==> config.mk <==
export PLATFORM = sky130hd
export DESIGN_NAME = hall_six_step_commutator_flat
export DESIGN_NICKNAME = d
export VERILOG_FILES = /design/src/hsc_pkg.sv /design/src/hsc_if.sv /design/src/hsc_apb_regs.sv /design/src/hsc_comm.sv /design/src/hall_six_step_commutator.sv /design/src/flat_wrapper.sv
export SDC_FILE = /design/constraint.sdc
export NUM_CORES = 1
export LEC_CHECK = 0
export CAP_MARGIN = 15
export CORE_UTILIZATION = 55
export DETAILED_ROUTE_END_ITERATION = 10
export DONT_BUFFER_PORTS = 1
export PLACE_DENSITY = 0.78
export SKIP_LAST_GASP = 1
export SLEW_MARGIN = 10
export SYNTH_ARGS = -nofsm -noshare
export SYNTH_HDL_FRONTEND = slang
export SYNTH_SLANG_ARGS = --single-unit
==> constraint.sdc <==
create_clock -name clk -period 5.62 [get_ports clk]
set_input_delay 1.124 -clock clk [delete_from_list [all_inputs] [get_ports clk]]
set_output_delay 1.124 -clock clk [all_outputs]
set_load 0.02 [all_outputs]
==> src/hsc_pkg.sv <==
// shared types, register codes and lookup tables for the hall six-step commutator
package hsc_pkg;

    localparam int unsigned FuncW   = 2;
    localparam int unsigned HallW   = 3;
    localparam int unsigned TimeW   = 32;
    localparam int unsigned SectorW = 3;
    localparam int unsigned DriveW  = 6;
    localparam int unsigned CountW  = 16;
    localparam int unsigned AddrW   = 4;
    localparam int unsigned DataW   = 32;

    localparam logic [SectorW-1:0] SECTOR_BAD  = 3'd7;
    localparam logic [SectorW-1:0] SECTOR_LAST = 3'd5;
    localparam logic [SectorW-1:0] SECTOR_HALF = 3'd3;
    localparam logic [FuncW-1:0]   CH_TIMED    = 2'd2;
    localparam logic [DriveW-1:0]  DRIVE_STOP  = 6'h3F;

    typedef enum logic [1:0] {
        REG_INVERT_HALLS  = 2'd0,
        REG_RUN_ENABLE    = 2'd1,
        REG_REQUIRED_DIR  = 2'd2,
        REG_MIN_PERIOD    = 2'd3
    } reg_idx_t;

    typedef enum logic [1:0] {
        PH_OFF   = 2'd0,
        PH_PLUS  = 2'd1,
        PH_MINUS = 2'd2,
        PH_STOP  = 2'd3
    } phase_t;

    typedef struct packed {
        logic             invert_halls;
        logic             run_enable;
        logic             dir_cmd;
        logic [TimeW-1:0] min_period;
    } hsc_cfg_t;

    typedef struct packed {
        logic [FuncW-1:0] func;
        logic [HallW-1:0] hall_bits;
        logic [TimeW-1:0] capture_time;
    } hsc_item_t;

    typedef struct packed {
        logic                     drive_update;
        logic [1:0]               phase_a;
        logic [1:0]               phase_b;
        logic [1:0]               phase_c;
        logic                     rotation_dir;
        logic [SectorW-1:0]       sector_out;
        logic                     hall_fault;
        logic                     interference_fault;
        logic signed [CountW-1:0] start_count;
    } hsc_result_t;

    function automatic logic [SectorW-1:0] hall_to_sector(input logic [HallW-1:0] hall);
        logic [SectorW-1:0] sec;
        case (hall)
            3'd1:    sec = 3'd1;
            3'd2:    sec = 3'd3;
            3'd3:    sec = 3'd2;
            3'd4:    sec = 3'd5;
            3'd5:    sec = 3'd0;
            3'd6:    sec = 3'd4;
            default: sec = SECTOR_BAD;
        endcase
        return sec;
    endfunction

    // phase codes packed as {c, b, a}
    function automatic logic [DriveW-1:0] pattern_code(input logic [SectorW-1:0] k);
        logic [DriveW-1:0] code;
        case (k)
            3'd0:    code = {PH_OFF,   PH_MINUS, PH_PLUS};
            3'd1:    code = {PH_MINUS, PH_OFF,   PH_PLUS};
            3'd2:    code = {PH_MINUS, PH_PLUS,  PH_OFF};
            3'd3:    code = {PH_OFF,   PH_PLUS,  PH_MINUS};
            3'd4:    code = {PH_PLUS,  PH_OFF,   PH_MINUS};
            3'd5:    code = {PH_PLUS,  PH_MINUS, PH_OFF};
            default: code = DRIVE_STOP;
        endcase
        return code;
    endfunction

    // an invalid stored sector counts as the last one, so it wraps to zero
    function automatic logic [SectorW-1:0] next_sector(input logic [SectorW-1:0] s);
        return (s >= SECTOR_LAST) ? '0 : s + 3'd1;
    endfunction

endpackage

==> src/hsc_if.sv <==
// request channels: hall capture events in, commutation results out
interface hsc_in_if;
    logic                                valid;
    logic                                ready;
    logic [hsc_pkg::FuncW-1:0]           func;
    logic [hsc_pkg::HallW-1:0]           hall_bits;
    logic [hsc_pkg::TimeW-1:0]           capture_time;

    modport source (output valid, output func, output hall_bits, output capture_time,
                    input ready);
    modport sink   (input valid, input func, input hall_bits, input capture_time,
                    output ready);
endinterface

interface hsc_out_if;
    logic                                valid;
    logic                                ready;
    logic                                drive_update;
    logic [1:0]                          phase_a;
    logic [1:0]                          phase_b;
    logic [1:0]                          phase_c;
    logic                                rotation_dir;
    logic [hsc_pkg::SectorW-1:0]         sector_out;
    logic                                hall_fault;
    logic                                interference_fault;
    logic signed [hsc_pkg::CountW-1:0]   start_count;

    modport source (output valid, output drive_update, output phase_a, output phase_b,
                    output phase_c, output rotation_dir, output sector_out,
                    output hall_fault, output interference_fault, output start_count,
                    input ready);
    modport sink   (input valid, input drive_update, input phase_a, input phase_b,
                    input phase_c, input rotation_dir, input sector_out,
                    input hall_fault, input interference_fault, input start_count,
                    output ready);
endinterface

==> src/hsc_apb_regs.sv <==
// apb configuration registers
module hsc_apb_regs (
    input  logic                        clk,
    input  logic                        rst_n,
    input  logic                        psel,
    input  logic                        penable,
    input  logic                        pwrite,
    input  logic [hsc_pkg::AddrW-1:0]   paddr,
    input  logic [hsc_pkg::DataW-1:0]   pwdata,
    output logic [hsc_pkg::DataW-1:0]   prdata,
    output logic                        pready,
    output hsc_pkg::hsc_cfg_t           cfg
);

    hsc_pkg::hsc_cfg_t cfg_reg;
    hsc_pkg::reg_idx_t idx;
    logic              wr_en;

    assign pready = 1'b1;
    assign idx    = hsc_pkg::reg_idx_t'(paddr[3:2]);
    assign wr_en  = psel && penable && pwrite && pready;
    assign cfg    = cfg_reg;

    always_ff @(posedge clk or negedge rst_n)
    begin
        if (!rst_n)
        begin
            cfg_reg <= '0;
        end
        else if (wr_en)
        begin
            case (idx)
                hsc_pkg::REG_INVERT_HALLS: cfg_reg.invert_halls <= pwdata[0];
                hsc_pkg::REG_RUN_ENABLE:   cfg_reg.run_enable   <= pwdata[0];
                hsc_pkg::REG_REQUIRED_DIR: cfg_reg.dir_cmd      <= pwdata[0];
                hsc_pkg::REG_MIN_PERIOD:   cfg_reg.min_period   <= pwdata;
                default:                   cfg_reg              <= cfg_reg;
            endcase
        end
    end

    always_comb
    begin
        case (idx)
            hsc_pkg::REG_INVERT_HALLS: prdata = {31'd0, cfg_reg.invert_halls};
            hsc_pkg::REG_RUN_ENABLE:   prdata = {31'd0, cfg_reg.run_enable};
            hsc_pkg::REG_REQUIRED_DIR: prdata = {31'd0, cfg_reg.dir_cmd};
            hsc_pkg::REG_MIN_PERIOD:   prdata = cfg_reg.min_period;
            default:                   prdata = '0;
        endcase
    end

endmodule

==> src/hsc_comm.sv <==
// commutation state and per-event step logic
module hsc_comm (
    input  logic                  clk,
    input  logic                  rst_n,
    input  hsc_pkg::hsc_cfg_t     cfg,
    input  logic                  step_en,
    input  hsc_pkg::hsc_item_t    item,
    output hsc_pkg::hsc_result_t  res
);

    logic [hsc_pkg::SectorW-1:0]       sector_now_reg, sector_now_next;
    logic [hsc_pkg::SectorW-1:0]       sector_before_reg;
    logic                              dir_reg, dir_next;
    logic                              dir_timing_reg, dir_timing_next;
    logic [hsc_pkg::TimeW-1:0]         last_time_reg, last_time_next;
    logic [hsc_pkg::DriveW-1:0]        drive_reg, drive_next;
    logic [1:0]                        fault_reg, fault_next;
    logic signed [hsc_pkg::CountW-1:0] count_reg, count_next;

    logic [hsc_pkg::HallW-1:0]         hall;
    logic [hsc_pkg::SectorW-1:0]       pat_idx;
    logic [hsc_pkg::TimeW-1:0]         spacing;
    logic                              sector_ok;

    always_comb
    begin
        // direction from the two stored sectors
        if (sector_now_reg <= hsc_pkg::SECTOR_LAST
            && sector_now_reg == hsc_pkg::next_sector(sector_before_reg))
        begin
            dir_next = 1'b0;
        end
        else if (hsc_pkg::next_sector(sector_now_reg) == sector_before_reg)
        begin
            dir_next = 1'b1;
        end
        else
        begin
            dir_next = cfg.dir_cmd;
        end

        hall            = cfg.invert_halls ? ~item.hall_bits : item.hall_bits;
        sector_now_next = hsc_pkg::hall_to_sector(hall);
        sector_ok       = (sector_now_next != hsc_pkg::SECTOR_BAD);

        // (sector + 3*dir) mod 6
        if (!cfg.dir_cmd)
        begin
            pat_idx = sector_now_next;
        end
        else if (sector_now_next >= hsc_pkg::SECTOR_HALF)
        begin
            pat_idx = sector_now_next - hsc_pkg::SECTOR_HALF;
        end
        else
        begin
            pat_idx = sector_now_next + hsc_pkg::SECTOR_HALF;
        end

        fault_next = fault_reg;
        drive_next = drive_reg;
        if (!sector_ok)
        begin
            fault_next[0] = 1'b1;
        end
        else if (cfg.run_enable)
        begin
            drive_next = hsc_pkg::pattern_code(pat_idx);
        end
        else
        begin
            drive_next = hsc_pkg::DRIVE_STOP;
        end

        count_next = dir_next ? count_reg - 16'sd1 : count_reg + 16'sd1;

        spacing         = item.capture_time - last_time_reg;
        last_time_next  = last_time_reg;
        dir_timing_next = dir_timing_reg;
        if (item.func == hsc_pkg::CH_TIMED)
        begin
            last_time_next  = item.capture_time;
            dir_timing_next = dir_next;
            if (dir_timing_reg == dir_next && spacing < cfg.min_period)
            begin
                fault_next[1] = 1'b1;
            end
        end

        res.drive_update       = sector_ok;
        res.phase_a            = drive_next[1:0];
        res.phase_b            = drive_next[3:2];
        res.phase_c            = drive_next[5:4];
        res.rotation_dir       = dir_next;
        res.sector_out         = sector_now_next;
        res.hall_fault         = fault_next[0];
        res.interference_fault = fault_next[1];
        res.start_count        = count_next;
    end

    always_ff @(posedge clk or negedge rst_n)
    begin
        if (!rst_n)
        begin
            sector_now_reg    <= '0;
            sector_before_reg <= '0;
            dir_reg           <= 1'b0;
            dir_timing_reg    <= 1'b0;
            last_time_reg     <= '0;
            drive_reg         <= '0;
            fault_reg         <= '0;
            count_reg         <= '0;
        end
        else if (step_en)
        begin
            sector_now_reg    <= sector_now_next;
            sector_before_reg <= sector_now_reg;
            dir_reg           <= dir_next;
            dir_timing_reg    <= dir_timing_next;
            last_time_reg     <= last_time_next;
            drive_reg         <= drive_next;
            fault_reg         <= fault_next;
            count_reg         <= count_next;
        end
    end

    // fault flags only clear through reset
    a_fault_sticky: assert property (@(posedge clk) disable iff (!rst_n)
        (fault_reg & $past(fault_reg)) == $past(fault_reg))
        else $error("fault flag dropped without reset");

    a_sector_code: assert property (@(posedge clk) disable iff (!rst_n)
        sector_now_reg != 3'd6)
        else $error("stored sector holds an unused code");

    // count moves by exactly one per event, following the detected direction
    a_count_step: assert property (@(posedge clk) disable iff (!rst_n)
        step_en |=> ((count_reg == $past(count_reg) + 16'sd1) && !dir_reg)
                 || ((count_reg == $past(count_reg) - 16'sd1) && dir_reg))
        else $error("step count did not follow direction");

    a_hold: assert property (@(posedge clk) disable iff (!rst_n)
        !step_en |=> $stable(count_reg) && $stable(sector_now_reg) && $stable(drive_reg))
        else $error("state changed without an event");

endmodule

==> src/hall_six_step_commutator.sv <==
// top level of the hall six-step commutator
//
// usage:
//   in_ch carries one hall capture request per transfer: func (capture channel),
//   hall_bits and capture_time. out_ch returns exactly one result request for each
//   input request, in order: drive update flag, phase codes, detected direction,
//   sector, sticky fault flags and the signed commutation count.
//   the apb port sets invert_halls, run_enable, the commanded direction and min_period
//   at byte addresses 0, 4, 8 and 12; write it only while no request is in flight.
// flow:
//   a request taken from in_ch lands in the input register, is processed by the
//   commutation logic and is registered into the output register once that is free
//   (empty, or its result being taken), which raises out_ch.valid.
//   one request per cycle sustained while out_ch.ready stays high; the state update happens as the request moves
//   into the output register.
// reset:
//   rst_n clears both pipeline valids, the configuration, the stored sectors,
//   direction, timestamps, drive codes (all phases off), faults and the count.
// stall:
//   when out_ch.ready is low the result holds, one more request is buffered in the
//   input register, and in_ch.ready drops only when both registers are full.
module hall_six_step_commutator (
    input  logic                        clk,
    input  logic                        rst_n,
    hsc_in_if.sink                      in_ch,
    hsc_out_if.source                   out_ch,
    input  logic                        psel,
    input  logic                        penable,
    input  logic                        pwrite,
    input  logic [hsc_pkg::AddrW-1:0]   paddr,
    input  logic [hsc_pkg::DataW-1:0]   pwdata,
    output logic [hsc_pkg::DataW-1:0]   prdata,
    output logic                        pready
);

    hsc_pkg::hsc_cfg_t    cfg;
    hsc_pkg::hsc_item_t   in_item_reg;
    hsc_pkg::hsc_result_t res;
    hsc_pkg::hsc_result_t out_res_reg;
    logic                 in_valid_reg;
    logic                 out_valid_reg;
    logic                 out_load;
    logic                 in_take;

    hsc_apb_regs u_regs (
        .clk     (clk),
        .rst_n   (rst_n),
        .psel    (psel),
        .penable (penable),
        .pwrite  (pwrite),
        .paddr   (paddr),
        .pwdata  (pwdata),
        .prdata  (prdata),
        .pready  (pready),
        .cfg     (cfg)
    );

    hsc_comm u_comm (
        .clk     (clk),
        .rst_n   (rst_n),
        .cfg     (cfg),
        .step_en (out_load),
        .item    (in_item_reg),
        .res     (res)
    );

    assign out_load    = in_valid_reg && (!out_valid_reg || out_ch.ready);
    assign in_ch.ready = !in_valid_reg || out_load;
    assign in_take     = in_ch.valid && in_ch.ready;

    always_ff @(posedge clk or negedge rst_n)
    begin
        if (!rst_n)
        begin
            in_valid_reg  <= 1'b0;
            out_valid_reg <= 1'b0;
        end
        else
        begin
            if (in_take)
            begin
                in_valid_reg <= 1'b1;
            end
            else if (out_load)
            begin
                in_valid_reg <= 1'b0;
            end

            if (out_load)
            begin
                out_valid_reg <= 1'b1;
            end
            else if (out_ch.ready)
            begin
                out_valid_reg <= 1'b0;
            end
        end
    end

    always_ff @(posedge clk)
    begin
        if (in_take)
        begin
            in_item_reg.func         <= in_ch.func;
            in_item_reg.hall_bits    <= in_ch.hall_bits;
            in_item_reg.capture_time <= in_ch.capture_time;
        end
        if (out_load)
        begin
            out_res_reg <= res;
        end
    end

    assign out_ch.valid              = out_valid_reg;
    assign out_ch.drive_update       = out_res_reg.drive_update;
    assign out_ch.phase_a            = out_res_reg.phase_a;
    assign out_ch.phase_b            = out_res_reg.phase_b;
    assign out_ch.phase_c            = out_res_reg.phase_c;
    assign out_ch.rotation_dir       = out_res_reg.rotation_dir;
    assign out_ch.sector_out         = out_res_reg.sector_out;
    assign out_ch.hall_fault         = out_res_reg.hall_fault;
    assign out_ch.interference_fault = out_res_reg.interference_fault;
    assign out_ch.start_count        = out_res_reg.start_count;

    // input side blocks only with both stages full and the output stalled
    a_ready_cause: assert property (@(posedge clk) disable iff (!rst_n)
        !in_ch.ready |-> in_valid_reg && out_valid_reg && !out_ch.ready)
        else $error("input stalled without a full pipeline");

    // a buffered request always moves on once the output frees up
    a_advance: assert property (@(posedge clk) disable iff (!rst_n)
        in_valid_reg && out_ch.ready |=> out_valid_reg)
        else $error("buffered request not forwarded");

    a_invalid_result: assert property (@(posedge clk) disable iff (!rst_n)
        out_valid_reg && !out_res_reg.drive_update |-> out_res_reg.hall_fault
            && out_res_reg.sector_out == hsc_pkg::SECTOR_BAD)
        else $error("dropped drive update without hall fault");

endmodule
==> src/flat_wrapper.sv <==
// flat-port wrapper written by rule: the top's interface ports become plain ports
module hall_six_step_commutator_flat 
  (clk, rst_n, psel, penable, pwrite, paddr, pwdata, prdata, pready, in_ch_valid, in_ch_func, in_ch_hall_bits, in_ch_capture_time, in_ch_ready, out_ch_valid, out_ch_drive_update, out_ch_phase_a, out_ch_phase_b, out_ch_phase_c, out_ch_rotation_dir, out_ch_sector_out, out_ch_hall_fault, out_ch_interference_fault, out_ch_start_count, out_ch_ready);
  hsc_in_if in_ch_i ();
  hsc_out_if out_ch_i ();
  input  logic clk;
  input  logic rst_n;
  input  logic psel;
  input  logic penable;
  input  logic pwrite;
  input  logic [hsc_pkg::AddrW-1:0] paddr;
  input  logic [hsc_pkg::DataW-1:0] pwdata;
  output logic [hsc_pkg::DataW-1:0] prdata;
  output logic pready;
  input wire logic [$bits(in_ch_i.valid)-1:0] in_ch_valid;
  input wire logic [$bits(in_ch_i.func)-1:0] in_ch_func;
  input wire logic [$bits(in_ch_i.hall_bits)-1:0] in_ch_hall_bits;
  input wire logic [$bits(in_ch_i.capture_time)-1:0] in_ch_capture_time;
  output wire logic [$bits(in_ch_i.ready)-1:0] in_ch_ready;
  output wire logic [$bits(out_ch_i.valid)-1:0] out_ch_valid;
  output wire logic [$bits(out_ch_i.drive_update)-1:0] out_ch_drive_update;
  output wire logic [$bits(out_ch_i.phase_a)-1:0] out_ch_phase_a;
  output wire logic [$bits(out_ch_i.phase_b)-1:0] out_ch_phase_b;
  output wire logic [$bits(out_ch_i.phase_c)-1:0] out_ch_phase_c;
  output wire logic [$bits(out_ch_i.rotation_dir)-1:0] out_ch_rotation_dir;
  output wire logic [$bits(out_ch_i.sector_out)-1:0] out_ch_sector_out;
  output wire logic [$bits(out_ch_i.hall_fault)-1:0] out_ch_hall_fault;
  output wire logic [$bits(out_ch_i.interference_fault)-1:0] out_ch_interference_fault;
  output wire logic [$bits(out_ch_i.start_count)-1:0] out_ch_start_count;
  input wire logic [$bits(out_ch_i.ready)-1:0] out_ch_ready;
  assign in_ch_i.valid = in_ch_valid;
  assign in_ch_i.func = in_ch_func;
  assign in_ch_i.hall_bits = in_ch_hall_bits;
  assign in_ch_i.capture_time = in_ch_capture_time;
  assign in_ch_ready = in_ch_i.ready;
  assign out_ch_valid = out_ch_i.valid;
  assign out_ch_drive_update = out_ch_i.drive_update;
  assign out_ch_phase_a = out_ch_i.phase_a;
  assign out_ch_phase_b = out_ch_i.phase_b;
  assign out_ch_phase_c = out_ch_i.phase_c;
  assign out_ch_rotation_dir = out_ch_i.rotation_dir;
  assign out_ch_sector_out = out_ch_i.sector_out;
  assign out_ch_hall_fault = out_ch_i.hall_fault;
  assign out_ch_interference_fault = out_ch_i.interference_fault;
  assign out_ch_start_count = out_ch_i.start_count;
  assign out_ch_i.ready = out_ch_ready;
  hall_six_step_commutator u_core (.clk(clk), .rst_n(rst_n), .in_ch(in_ch_i), .out_ch(out_ch_i), .psel(psel), .penable(penable), .pwrite(pwrite), .paddr(paddr), .pwdata(pwdata), .prdata(prdata), .pready(pready));
endmodule
# After elaboration in Yosys (flattened, before gate mapping)
# Cells that the tools add are included.
[totals] wordCells=96 output_inout_bits=64 register_bits=166 input_bits=80
[op_classes] n_bitwise=1 n_addsub=7 magnitude_cmp=5 eq_ne=19 n_mux=20 reduce_logical=19
[ops] cell="$pmux W32 S4" n=1
[ops] cell="$pmux W6 S6" n=1
[ops] cell="$lt A32 B32 Y1" n=1
[ops] cell="$sub A32 B32 Y32" n=1
[ops] cell="$pmux W3 S6" n=1
[ops] cell="$add A16 B2 Y16 const B" n=1
[ops] cell="$mux W16" n=1
[ops] cell="$sub A16 B2 Y16 const B" n=1
[ops] cell="$eq A3 B3 Y1 const B" n=5
[ops] cell="$mux W3" n=5
[ops] cell="$eq A3 B2 Y1 const B" n=4
[ops] cell="$mux W6" n=2
[ops] cell="$reduce_and A2 Y1" n=5
[ops] cell="$mux W1" n=9
[ops] cell="$add A3 B1 Y3 const B" n=2
[ops] cell="$eq A2 B2 Y1 const B" n=3
[ops] cell="$eq A3 B1 Y1 const B" n=2
[ops] cell="$eq A3 B3 Y1" n=2
[ops] cell="$ge A3 B3 Y1 const B" n=2
[ops] cell="$logic_and A1 B1 Y1" n=6
[ops] cell="$reduce_bool A2 Y1" n=2
[ops] cell="$add A3 B2 Y3 const B" n=1
[ops] cell="$ge A3 B2 Y1 const B" n=1
[ops] cell="$le A3 B3 Y1 const B" n=1
[ops] cell="9 further kinds" n=11

# Logic depth before layout (Yosys ltp)
# Gate-level depths: netlist (run 1).
[logic_depth] depth_word=11 depth_mapped=18 ltp_nobuf=18

# By module
# From an unflattened synthesis (run 1), not the netlist that was laid out.
[unflattened] hier_cells=896 area_unflattened_um2=9959.6
[by_module_without_submodules] mod="hsc_comm" area_each_um2=6084.6 seq_area_each_um2=1576.5 cells_each=701 instances=1
[by_module_without_submodules] mod="hall_six_step_commutator" area_each_um2=2085.8 seq_area_each_um2=2031.9 cells_each=74 instances=1
[by_module_without_submodules] mod="hsc_apb_regs" area_each_um2=1789.2 seq_area_each_um2=875.8 cells_each=121 instances=1

# Worst setup path after synthesis (run 1)
# OpenSTA, ideal clock, no wires.
[synth_path] path_kind="flip-flop to flip-flop" startpoint="reg u_core.u_comm.sector_now_reg[1] in the netlist's numbering" endpoint="reg u_core.out_res_reg, in the netlist u_core.out_ch.start_count[13], data pin" setup_ps=255 path_slack_ps=1689 period_less_slack_ps=3931 path_stages_with_launch=16 arrival_ps=3676 path_buffers=0 required_time_ps=5365 cell_sequence="dfrtp_1 > inv_1 > ha_1 > or4b_1 > mux2_2 > o22ai_1 > a21oi_1 > a31oi_4 > ha_1 > a21oi_1 > o22ai_1 > o21ai_1 > a21oi_1 > o21a_1 > or3_1 > and2_1"
[synth_rtl] element="start, declared" line_no="hsc_comm.sv:11" source="logic [hsc_pkg::SectorW-1:0] sector_now_reg, sector_now_next;"
[synth_rtl] element="start signal, assigned" line_no="hsc_comm.sv:116" source="sector_now_reg <= sector_now_next;"
[synth_rtl] element="end signal, assigned" line_no="hall_six_step_commutator.sv:110" source="out_res_reg <= res;"
[synth_rtl] element="end, declared" line_no="hall_six_step_commutator.sv:39" source="hsc_pkg::hsc_result_t out_res_reg;"

==> metrics, run 1 <==
status complete, no violations; fin util 0.6182; number of setup buffers added after CTS 0; Worst Tran Pin Value around 1.1 ns; LEAKAGE ~4.4 nW; overall power around 0.0057 W; pre-CTS setup slack around 1.1 ns; CP endpoint kind flop; number of max-cap violations 0; global-route wire length before repair 32770 µm; critical path, cell by cell inv_1 -> ha_1 -> or4b_1 -> mux2_2 -> o22ai_1 -> a21oi_1 -> a31oi_4 -> ha_1 -> a21oi_1 -> o22ai_1 -> o21ai_1 -> a21oi_1 -> o21a_1 -> or3_1 -> and2_1; CTS root buf clkbuf_16; Worst Path Max Fanout 19; DRC violations left 0; hold_buf cts 0; htree depth 4; final wirelength about 20000 µm; Cells after DPL 1146; area added between synthesis and finish 8.063%; library cells used by synthesis 64; IO Count 144; Multi-input gate area 4705 µm²; #FFs+latches synth 166; maximum buffer depth of the clock tree 2; final hold vios 0; Worst Path Required about 5.8 ns; Peak Freq 0.2137 GHz; Post-synth EDFFs 66; CP Class reg2reg; Avg WL per Cell 17.30 µm; post-synthesis sequential area ratio 0.4661; Die ar. 18030 µm²; n_diodes 0; CTS Sinks about 170; fin cells 1178; CTS tree built; DP HPWL 14480 µm; worst clock skew 0.008473 ns; Critical Path Max Stage Delay 0.61 ns; CP delay by family, top compound AO/OA/AOI/OAI gates; initial antenna violation count 1; routed vias/inst 5.895; Largest register FFs 37; Final Slew Violations 0; clk slew on worst S/H paths 0.07 ns; aggregate global-route resource usage 0.2354; setup_tns 0 ns; Syn. warnings 0; leading cell type in the layout, fill and taps excluded dfrtp_1; First DRT Iteration DRCs between 400 and 500; GP Congestion 0.9320; most common cell type on the critical path a21oi_1; top_reg_cell synth dfrtp_1; vias in the first global route 6577; core area 16820 µm²; Layout fillers ~1400; total gr overflow 0; VDD IR max ~0.00027 V; clk_lat worst skew 0.43 ns; worst endpoint data arrival time between 4 and 5 ns; fraction of layout cells with a size suffix above 1 0.09916; Cells after Synth 952; crit share post-route 0.8327; FP Rows 47; most frequent cells in the layout dfrtp_1, nand2_1, inv_1; share of flip-flops with an asynchronous set or reset 0.6024; largest net degree at the start of global routing between 100 and 150; crit path buf inv count 1; syn_nets about 1100; IO buf count 0; Post-CTS Resized 0; CP max-delay cell a31oi_4; RSZ-0062 raised after global routing no; Die H about 130 µm; Final Setup Violations 0; 1st-pass router iterations 5; syn_area_per_cell 10.11 µm²; Pwr Density roughly 550 nW/µm²; CTS buffer count 17; mapped cell area a little under 10000 µm²; worst min-delay path category in2async; register area approximately 4500 µm²; antenna viol nets, final 0; Worst slew margin 0.2735; Die W 134.3 µm; setup ws final between 0.9 and 1 ns; crit start category flop; DR vias approximately 7000; Final Critical Period about 4.7 ns; initial core utilization 0.5721; Total Nets Final between 1000 and 1500
stage by stage:
stage / hold WS (ns) / area (µm²)
4_1_cts: 0.3712 / 10400
5_1_grt: 0.3633 / 10400
3_3_place_gp: 0.4514 / 9809
3_5_place_dp: 0.4710 / 9809
6_report: 0.3890 / 10400
2_1_floorplan: 0.4337 / 9622
Yosys cell counts, drive strengths merged (7+ instances only):
cell type,instances,area [µm²]
nor3,16,80.08
nor2,77,289.0
nand4,9,56.30
nand2,88,330.3
clkbuf,22,82.58
or3,8,50.05
nand2b,14,87.58
a31oi,13,96.34
mux2,48,540.5
o21a,10,75.07
a211oi,14,105.1
xor2,13,113.9
nor2b,8,50.05
buf,7,36.28
a21o,13,97.59
a21oi,59,295.3
xnor2,34,297.8
ha,81,1013
o21ai,80,400.4
inv,86,322.8
dfrtp,100,2502
nand3,8,40.04
edfxtp,66,1982
where the power goes:
group / internal [W] / switching [W]
registers: 0.00167 / 0.000263
logic: 0.00112 / 0.00149
clock network: 0.000693 / 0.000475
logic make-up (layout without fill, tap and decap cells):
| family | count (synthesis) | in the layout | share of synthesized area |
|---|---|---|---|
| adder cells (fa/ha/maj) | 83 | 83 | 0.1095 |
| XOR/XNOR | 47 | 47 | 0.04278 |
| buffers and inverters | 115 | 121 | 0.04590 |
| multiplexers | 51 | 51 | 0.06060 |
| AND/OR/NAND/NOR | 252 | 252 | 0.1198 |
| other | 1 | 1 | 0.0003897 |
| AO/OA/AOI/OAI | 237 | 237 | 0.1550 |
| flip-flops | 166 | 166 | 0.4661 |
area by class of cell:
type | count | area share
repair buffers | 3 | 0.002166
inverters | 86 | 0.03105
clock buffers | 18 | 0.04128
multi-input cells | 671 | 0.4525
flip-flops and latches | 166 | 0.4313
well taps | 220 | 0.02647
clock inverters | 14 | 0.01528
path summary, 6_finish.rpt:
kind                                                      start                         endpoint  slack, ns  cells after the start
worst min-delay path                                      rst_n       u_core.u_comm.count_reg[4]       0.39                      0
worst max-delay path            u_core.u_comm.sector_now_reg[1]    u_core.out_ch.start_count[13]       0.94                     15
max in group asynchronous                                 rst_n  u_core.u_comm.last_time_reg[20]       4.95                      0
min in group clk                     u_core.u_comm.fault_reg[0]       u_core.u_comm.fault_reg[0]       0.48                      1
worst max register to register  u_core.u_comm.sector_now_reg[1]    u_core.out_ch.start_count[13]       0.94                     15
worst min register to register       u_core.u_comm.fault_reg[0]       u_core.u_comm.fault_reg[0]       0.48                      1
routing by layer:
metal  routed length (µm)  GRT usage  vias to the layer above
li1                     -          -                     3373
met1                 9417     0.3211                     3295
met2                 9344     0.3736                      246
met3                 1193    0.04233                       30
met4                  419    0.09301                        0
met5                    0          0                        -
Power figures use the tool's default switching activity.
==> run 2, diff against run 1 <==
--- a/config.mk
+++ b/config.mk
@@ -5,11 +5,12 @@
 export SDC_FILE = /design/constraint.sdc
 export NUM_CORES = 1
 export LEC_CHECK = 0
+export ABC_AREA = 1
 export CAP_MARGIN = 15
 export CORE_UTILIZATION = 55
 export DETAILED_ROUTE_END_ITERATION = 10
 export DONT_BUFFER_PORTS = 1
-export PLACE_DENSITY = 0.78
+export PLACE_DENSITY = 0.81
 export SKIP_LAST_GASP = 1
 export SLEW_MARGIN = 10
 export SYNTH_ARGS = -nofsm -noshare
==> constraint.sdc (replaced) <==
create_clock -name clk -period 3.9 [get_ports clk]
set_input_delay 0.78 -clock clk [delete_from_list [all_inputs] [get_ports clk]]
set_output_delay 0.78 -clock clk [all_outputs]
set_load 0.02 [all_outputs]
==> metrics, run 2 <==
syn_area_per_cell between 8 and 9 µm²; most frequent cells after synthesis nand2_1, inv_1, nor2_1; crit path buf inv count 5; cell with the most instances after synthesis nand2_1; Peak Freq 0.2811 GHz; FP Rows 48; share of flip-flops with an asynchronous set or reset 0.6024; wl on met1 about 9100 µm; Die H between 100 and 150 µm; main combinational cell family by area after synthesis simple AND/OR/NAND/NOR gates; crit start category flop; clk_lat worst skew approximately 0.43 ns; Final Slew Violations 0; antenna viol nets, final 0; GP Congestion about 0.91; CTS buffer count 17; mapped cell area roughly 9800 µm²; fraction of layout cells with a size suffix above 1 0.05892; routed vias/inst approximately 5.4; reg2reg path depth 23; maximum buffer depth of the clock tree 2; worst endpoint data arrival time around 3.7 ns; core area between 15000 and 20000 µm²; CP max-delay cell dfrtp_1; most frequent cells in the layout nand2_1, inv_1, nor2_1; Synth area leaders dfrtp_1, edfxtp_1, nand2_1; Largest register FFs 37; uppermost layer routed met4; final hold vios 0; final wirelength around 21000 µm; status complete, no violations; IO buf count 0; syn_nets 1332; Total Nets Final between 1000 and 1500; complex-gate fraction of the synthesized area 0.1146; number of max-cap violations 0; most common cell type on the critical path nand2_1; CTS tree built; Synth area leader dfrtp_1; DP HPWL 15390 µm; setup_tns 0 ns; DRC violations left 0; CTS root buf clkbuf_16; total gr overflow 0; global-route wire length before repair about 34000 µm; xor/xnor share of the synthesized area 0.04543; worst min-delay path category in2async; Layout fillers roughly 1400; Hold Worst Slack approximately 0.043 ns; Worst path depth 23; CP endpoint kind flop; leading cell type in the layout, fill and taps excluded nand2_1; Avg WL per Cell roughly 15 µm; Critical Path Max Stage Delay between 0.4 and 0.5 ns; worst clock skew ~0.0069 ns; Final Setup Violations 0; LEAKAGE approximately 5.2 nW; crit share post-route 0.9121; aggregate global-route resource usage 0.2374; top_reg_cell synth dfrtp_1; largest net degree at the start of global routing 101; Cells after Synth ~1200; post-synth top area share 0.2545; VDD IR max roughly 0.00051 V; post-synthesis mux area share 0.001145; Final Critical Period ~3.6 ns; simple-gate area share of the yosys netlist 0.2004; #FFs+latches synth around 170; IO Count roughly 140; post-synthesis sequential area ratio 0.4560; 1st-pass router iterations 5; Worst Path Max Fanout 6; Post-synth EDFFs 66; n_diodes 0; htree depth 4; metal3 WL just under 700 µm; Worst slew margin 0.5918; initial core utilization 0.5665; area added between synthesis and finish 8.920%; Die W about 140 µm; library cells used by synthesis 48; clk slew on worst S/H paths about 0.07 ns; CTS Sinks 166; Worst Path Required around 4 ns; Worst Tran Pin Value 0.6123 ns; vias in the first global route about 7300; WL met2 roughly 10000 µm; CP delay by family, top simple AND/OR/NAND/NOR gates; First DRT Iteration DRCs between 400 and 500; critical path, cell by cell inv_1 -> ha_1 -> nor2_1 -> nand2_1 -> nand2_1 -> nand2_1 -> nand2_1 -> nand2_1 -> nor2_1 -> nand2_1 -> nand2_4 -> clkinvlp_4 -> buf_12 -> buf_4 -> ha_1 -> nand2_1 -> nor2_1 -> nor2_1 -> o211a_1 -> nand2_1 -> inv_1 -> nand3_1 -> and2_1; CP Class reg2reg; initial antenna violation count 0; Post-Synth Adder-Cell Area 0.1071; DR vias around 7600; Syn. warnings 0; Pwr Density 844.7 nW/µm²; Die ar. 18420 µm²
## run 2: area by class of cell
| cell class | count | area [µm²] | share of cell area |
|---|---|---|---|
| tap | 225 | 281.5 | 0.02628 |
| sequential | 166 | 4484 | 0.4187 |
| multi-input combinational | 814 | 4634 | 0.4327 |
| clock buffer | 18 | 439.2 | 0.04100 |
| clock inverter | 14 | 152.6 | 0.01425 |
| inverter | 165 | 623.1 | 0.05818 |
| timing repair buffer | 11 | 95.09 | 0.008878 |
## run 2: what timing repair did
action,4_1_cts,5_1_grt
buffers inserted,0,3
setup endpoints to repair,0,6
hold buffers,0,0
gates resized for setup,0,4
## run 2: per-layer routing
metal | global-route usage | vias up
met3 | 0.04714 | 51
met2 | 0.4002 | 168
met1 | 0.2908 | 3521
met5 | 0 | -
li1 | - | 3824
met4 | 0.1130 | 0
## run 2: worst paths after layout
check                           slack [ns]                          startpoint                       endpoint
worst max-delay path                  0.34  u_core.u_comm.sector_before_reg[1]  u_core.out_ch.start_count[15]
worst min-delay path                  0.04                               rst_n     u_core.u_comm.drive_reg[4]
worst max register to register        0.34  u_core.u_comm.sector_before_reg[1]  u_core.out_ch.start_count[15]
worst min register to register        0.46          u_core.u_comm.fault_reg[0]     u_core.u_comm.fault_reg[0]
max in group asynchronous             3.67                               rst_n    u_core.u_comm.count_reg[12]
min in group clk                      0.44              in_ch_capture_time[17]         u_core.in_item_reg[17]
## run 2: logic make-up after synthesis
family / count (synthesis)
AO/OA/AOI/OAI: 203
XOR/XNOR: 48
adder cells (fa/ha/maj): 83
buffers and inverters: 189
flip-flops: 166
multiplexers: 1
other: 1
AND/OR/NAND/NOR: 478
## run 2: per-stage QoR
step / cell area [µm²] / utilization / power (W) / cells / setup slack (ns)
global placement: 10070 / 0.5801 / 0.007048 / 1378 / 0.4416
global route: 10710 / 0.6171 / 0.009880 / 1413 / -0.01494
CTS: 10660 / 0.6142 / 0.008969 / 1410 / 0.2627
detailed placement: 10070 / 0.5801 / 0.007244 / 1378 / 0.3526
finish: 10710 / 0.6171 / 0.009047 / 1413 / 0.3428
floorplan: 9833 / - / 0.006300 / 1169 / 0.8069
## run 2: report_power, final
part | internal (W) | switching (W)
Combinational | 0.00168 | 0.00282
Clock | 0.000965 | 0.000714
Sequential | 0.00248 | 0.000391
==> run 3, diff against run 2 <==
==> constraint.sdc (replaced) <==
create_clock -name clk -period 3.9 [get_ports clk]
set_input_delay 0.585 -clock clk [delete_from_list [all_inputs] [get_ports clk]]
set_output_delay 0.585 -clock clk [all_outputs]
set_load 0.1 [all_outputs]
==> metrics, run 3 (synthesized netlist as in run 2, its figures left out) <==
Worst Tran Pin Value approximately 1.1 ns; global-route wire length before repair approximately 35000 µm; routed vias/inst about 5.3; RR Startpoint u_core.in_item_reg[0]; LEAKAGE roughly 5.4 nW; worst clock skew 0.006580 ns; clk slew on worst S/H paths roughly 0.06 ns; FP Rows 48; Multi-input gate area approximately 4700 µm²; core area around 17000 µm²; leading cell type in the layout, fill and taps excluded nand2_1; status complete, no violations; Final Setup Violations 0; total gr overflow 0; VDD IR max about 0.00068 V; Layout fillers about 1400; pre-CTS setup slack approximately 0.37 ns; GP Congestion slightly below 0.9; DRC violations left 0; RSZ-0062 raised after global routing yes; IO Count 144; initial core utilization 0.5665; setup_tns 0 ns; Worst slew margin 0.2965; area added between synthesis and finish 12.47%; initial antenna violation count 0; Final Slew Violations 0; vias in the first global route roughly 7500; antenna viol nets, final 0; largest net degree at the start of global routing between 100 and 150; worst endpoint data arrival time ~3.8 ns; R2R setup slack around 0.3 ns; CTS root buf clkbuf_16; crit start category flop; Die W roughly 140 µm; Peak Freq 0.2777 GHz; n_diodes 0; setup ws final ~0.30 ns; final hold vios 0; CP Class reg2reg; Worst Path Max Fanout 3; 1st-pass router iterations 7; CTS tree built; crit share post-route 0.9233; aggregate global-route resource usage 0.2419; CP endpoint kind flop; Die ar. between 15000 and 20000 µm²; worst min-delay path category in2async; clk_lat worst skew roughly 0.43 ns; Total Nets Final approximately 1400; First DRT Iteration DRCs 492; htree depth 4; CTS Sinks ~170; Die H 135.7 µm; CTS buffer count 17; overall power just over 0.01 W; Largest register FFs 37; Worst Path Required around 4.1 ns; DP HPWL between 15000 and 20000 µm; Pwr Density 909.8 nW/µm²; fraction of layout cells with a size suffix above 1 0.1122; final wirelength between 20000 and 25000 µm; Avg WL per Cell around 14 µm; Final Critical Period around 3.6 ns; maximum buffer depth of the clock tree 2; Critical Path Start u_core.in_item_reg[0]; number of max-cap violations 0; DR vias 7626; most frequent cells in the layout nand2_1, inv_1, dfrtp_1; register area ~4500 µm²; IO buf count 0
==> run 3: through the flow <==
step | instances | util | hold WS (ns) | cell area, µm²
6_report | 1446 | 0.6372 | 0.03406 | 11060
5_1_grt | 1446 | 0.6372 | 0.09112 | 11060
4_1_cts | 1443 | 0.6352 | 0.09576 | 11030
3_5_place_dp | 1410 | 0.5989 | 0.2914 | 10400
3_3_place_gp | 1410 | 0.5989 | 0.2928 | 10400
2_1_floorplan | 1169 | - | 0.2894 | 9833
==> run 3: cell type report <==
class | instances | area share
multi-input combinational | 814 | 0.4267
sequential | 166 | 0.4055
inverter | 165 | 0.05634
clock buffer | 17 | 0.03847
timing repair buffer | 44 | 0.03145
tap | 225 | 0.02546
clock inverter | 15 | 0.01607
==> run 3: what timing repair did <==
item / in CTS / in global routing
endpoints found under the hold margin: 100 / 0
gates resized for setup: 0 / 5
endpoints found under the setup margin: 0 / 6
hold buffers: 1 / 0
setup buffers: 0 / 3
==> run 3: power by group <==
group / internal [W] / switching [W] / leakage (nW)
Sequential: 0.00248 / 0.00110 / 1.78
Clock: 0.00101 / 0.000714 / 0.299
Combinational: 0.00170 / 0.00305 / 3.30
==> run 3: final timing paths <==
path                                                    end  cells past startpoint
max                        u_core.out_ch.interference_fault                     19
max reg2reg                u_core.out_ch.interference_fault                     19
min in group clk                     u_core.in_item_reg[16]                      0
min                              u_core.u_comm.drive_reg[4]                      1
min reg2reg                      u_core.u_comm.fault_reg[0]                      2
max in group asynchronous    u_core.u_comm.last_time_reg[5]                      1
==> run 3: per-layer routing <==
metal / GRT usage / wire length [µm] / vias up / share of wire
li1: - / - / 3892 / -
met2: 0.4130 / 10410 / 147 / 0.50
met4: 0.08801 / 444 / 0 / 0.021
met5: 0 / 0 / - / 0
met3: 0.04714 / 680 / 38 / 0.032
met1: 0.3030 / 9409 / 3549 / 0.45
==> run 3: critical path: stages (launching register included) <==
cell      delay [ns]
edfxtp_1        0.36
inv_1           0.09
ha_1            0.16
inv_1           0.07
fa_1            0.41
nand3_1         0.09
nand2_1         0.12
a21oi_1         0.29
inv_1           0.07
nand2_1         0.06
nand2_1         0.11
a21oi_1         0.22
o21bai_1        0.11
xor2_1          0.15
ha_1            0.30
nand4_1         0.12
nor4_1          0.32
nand2_1         0.11
nand4_1         0.12
nand2_1         0.06
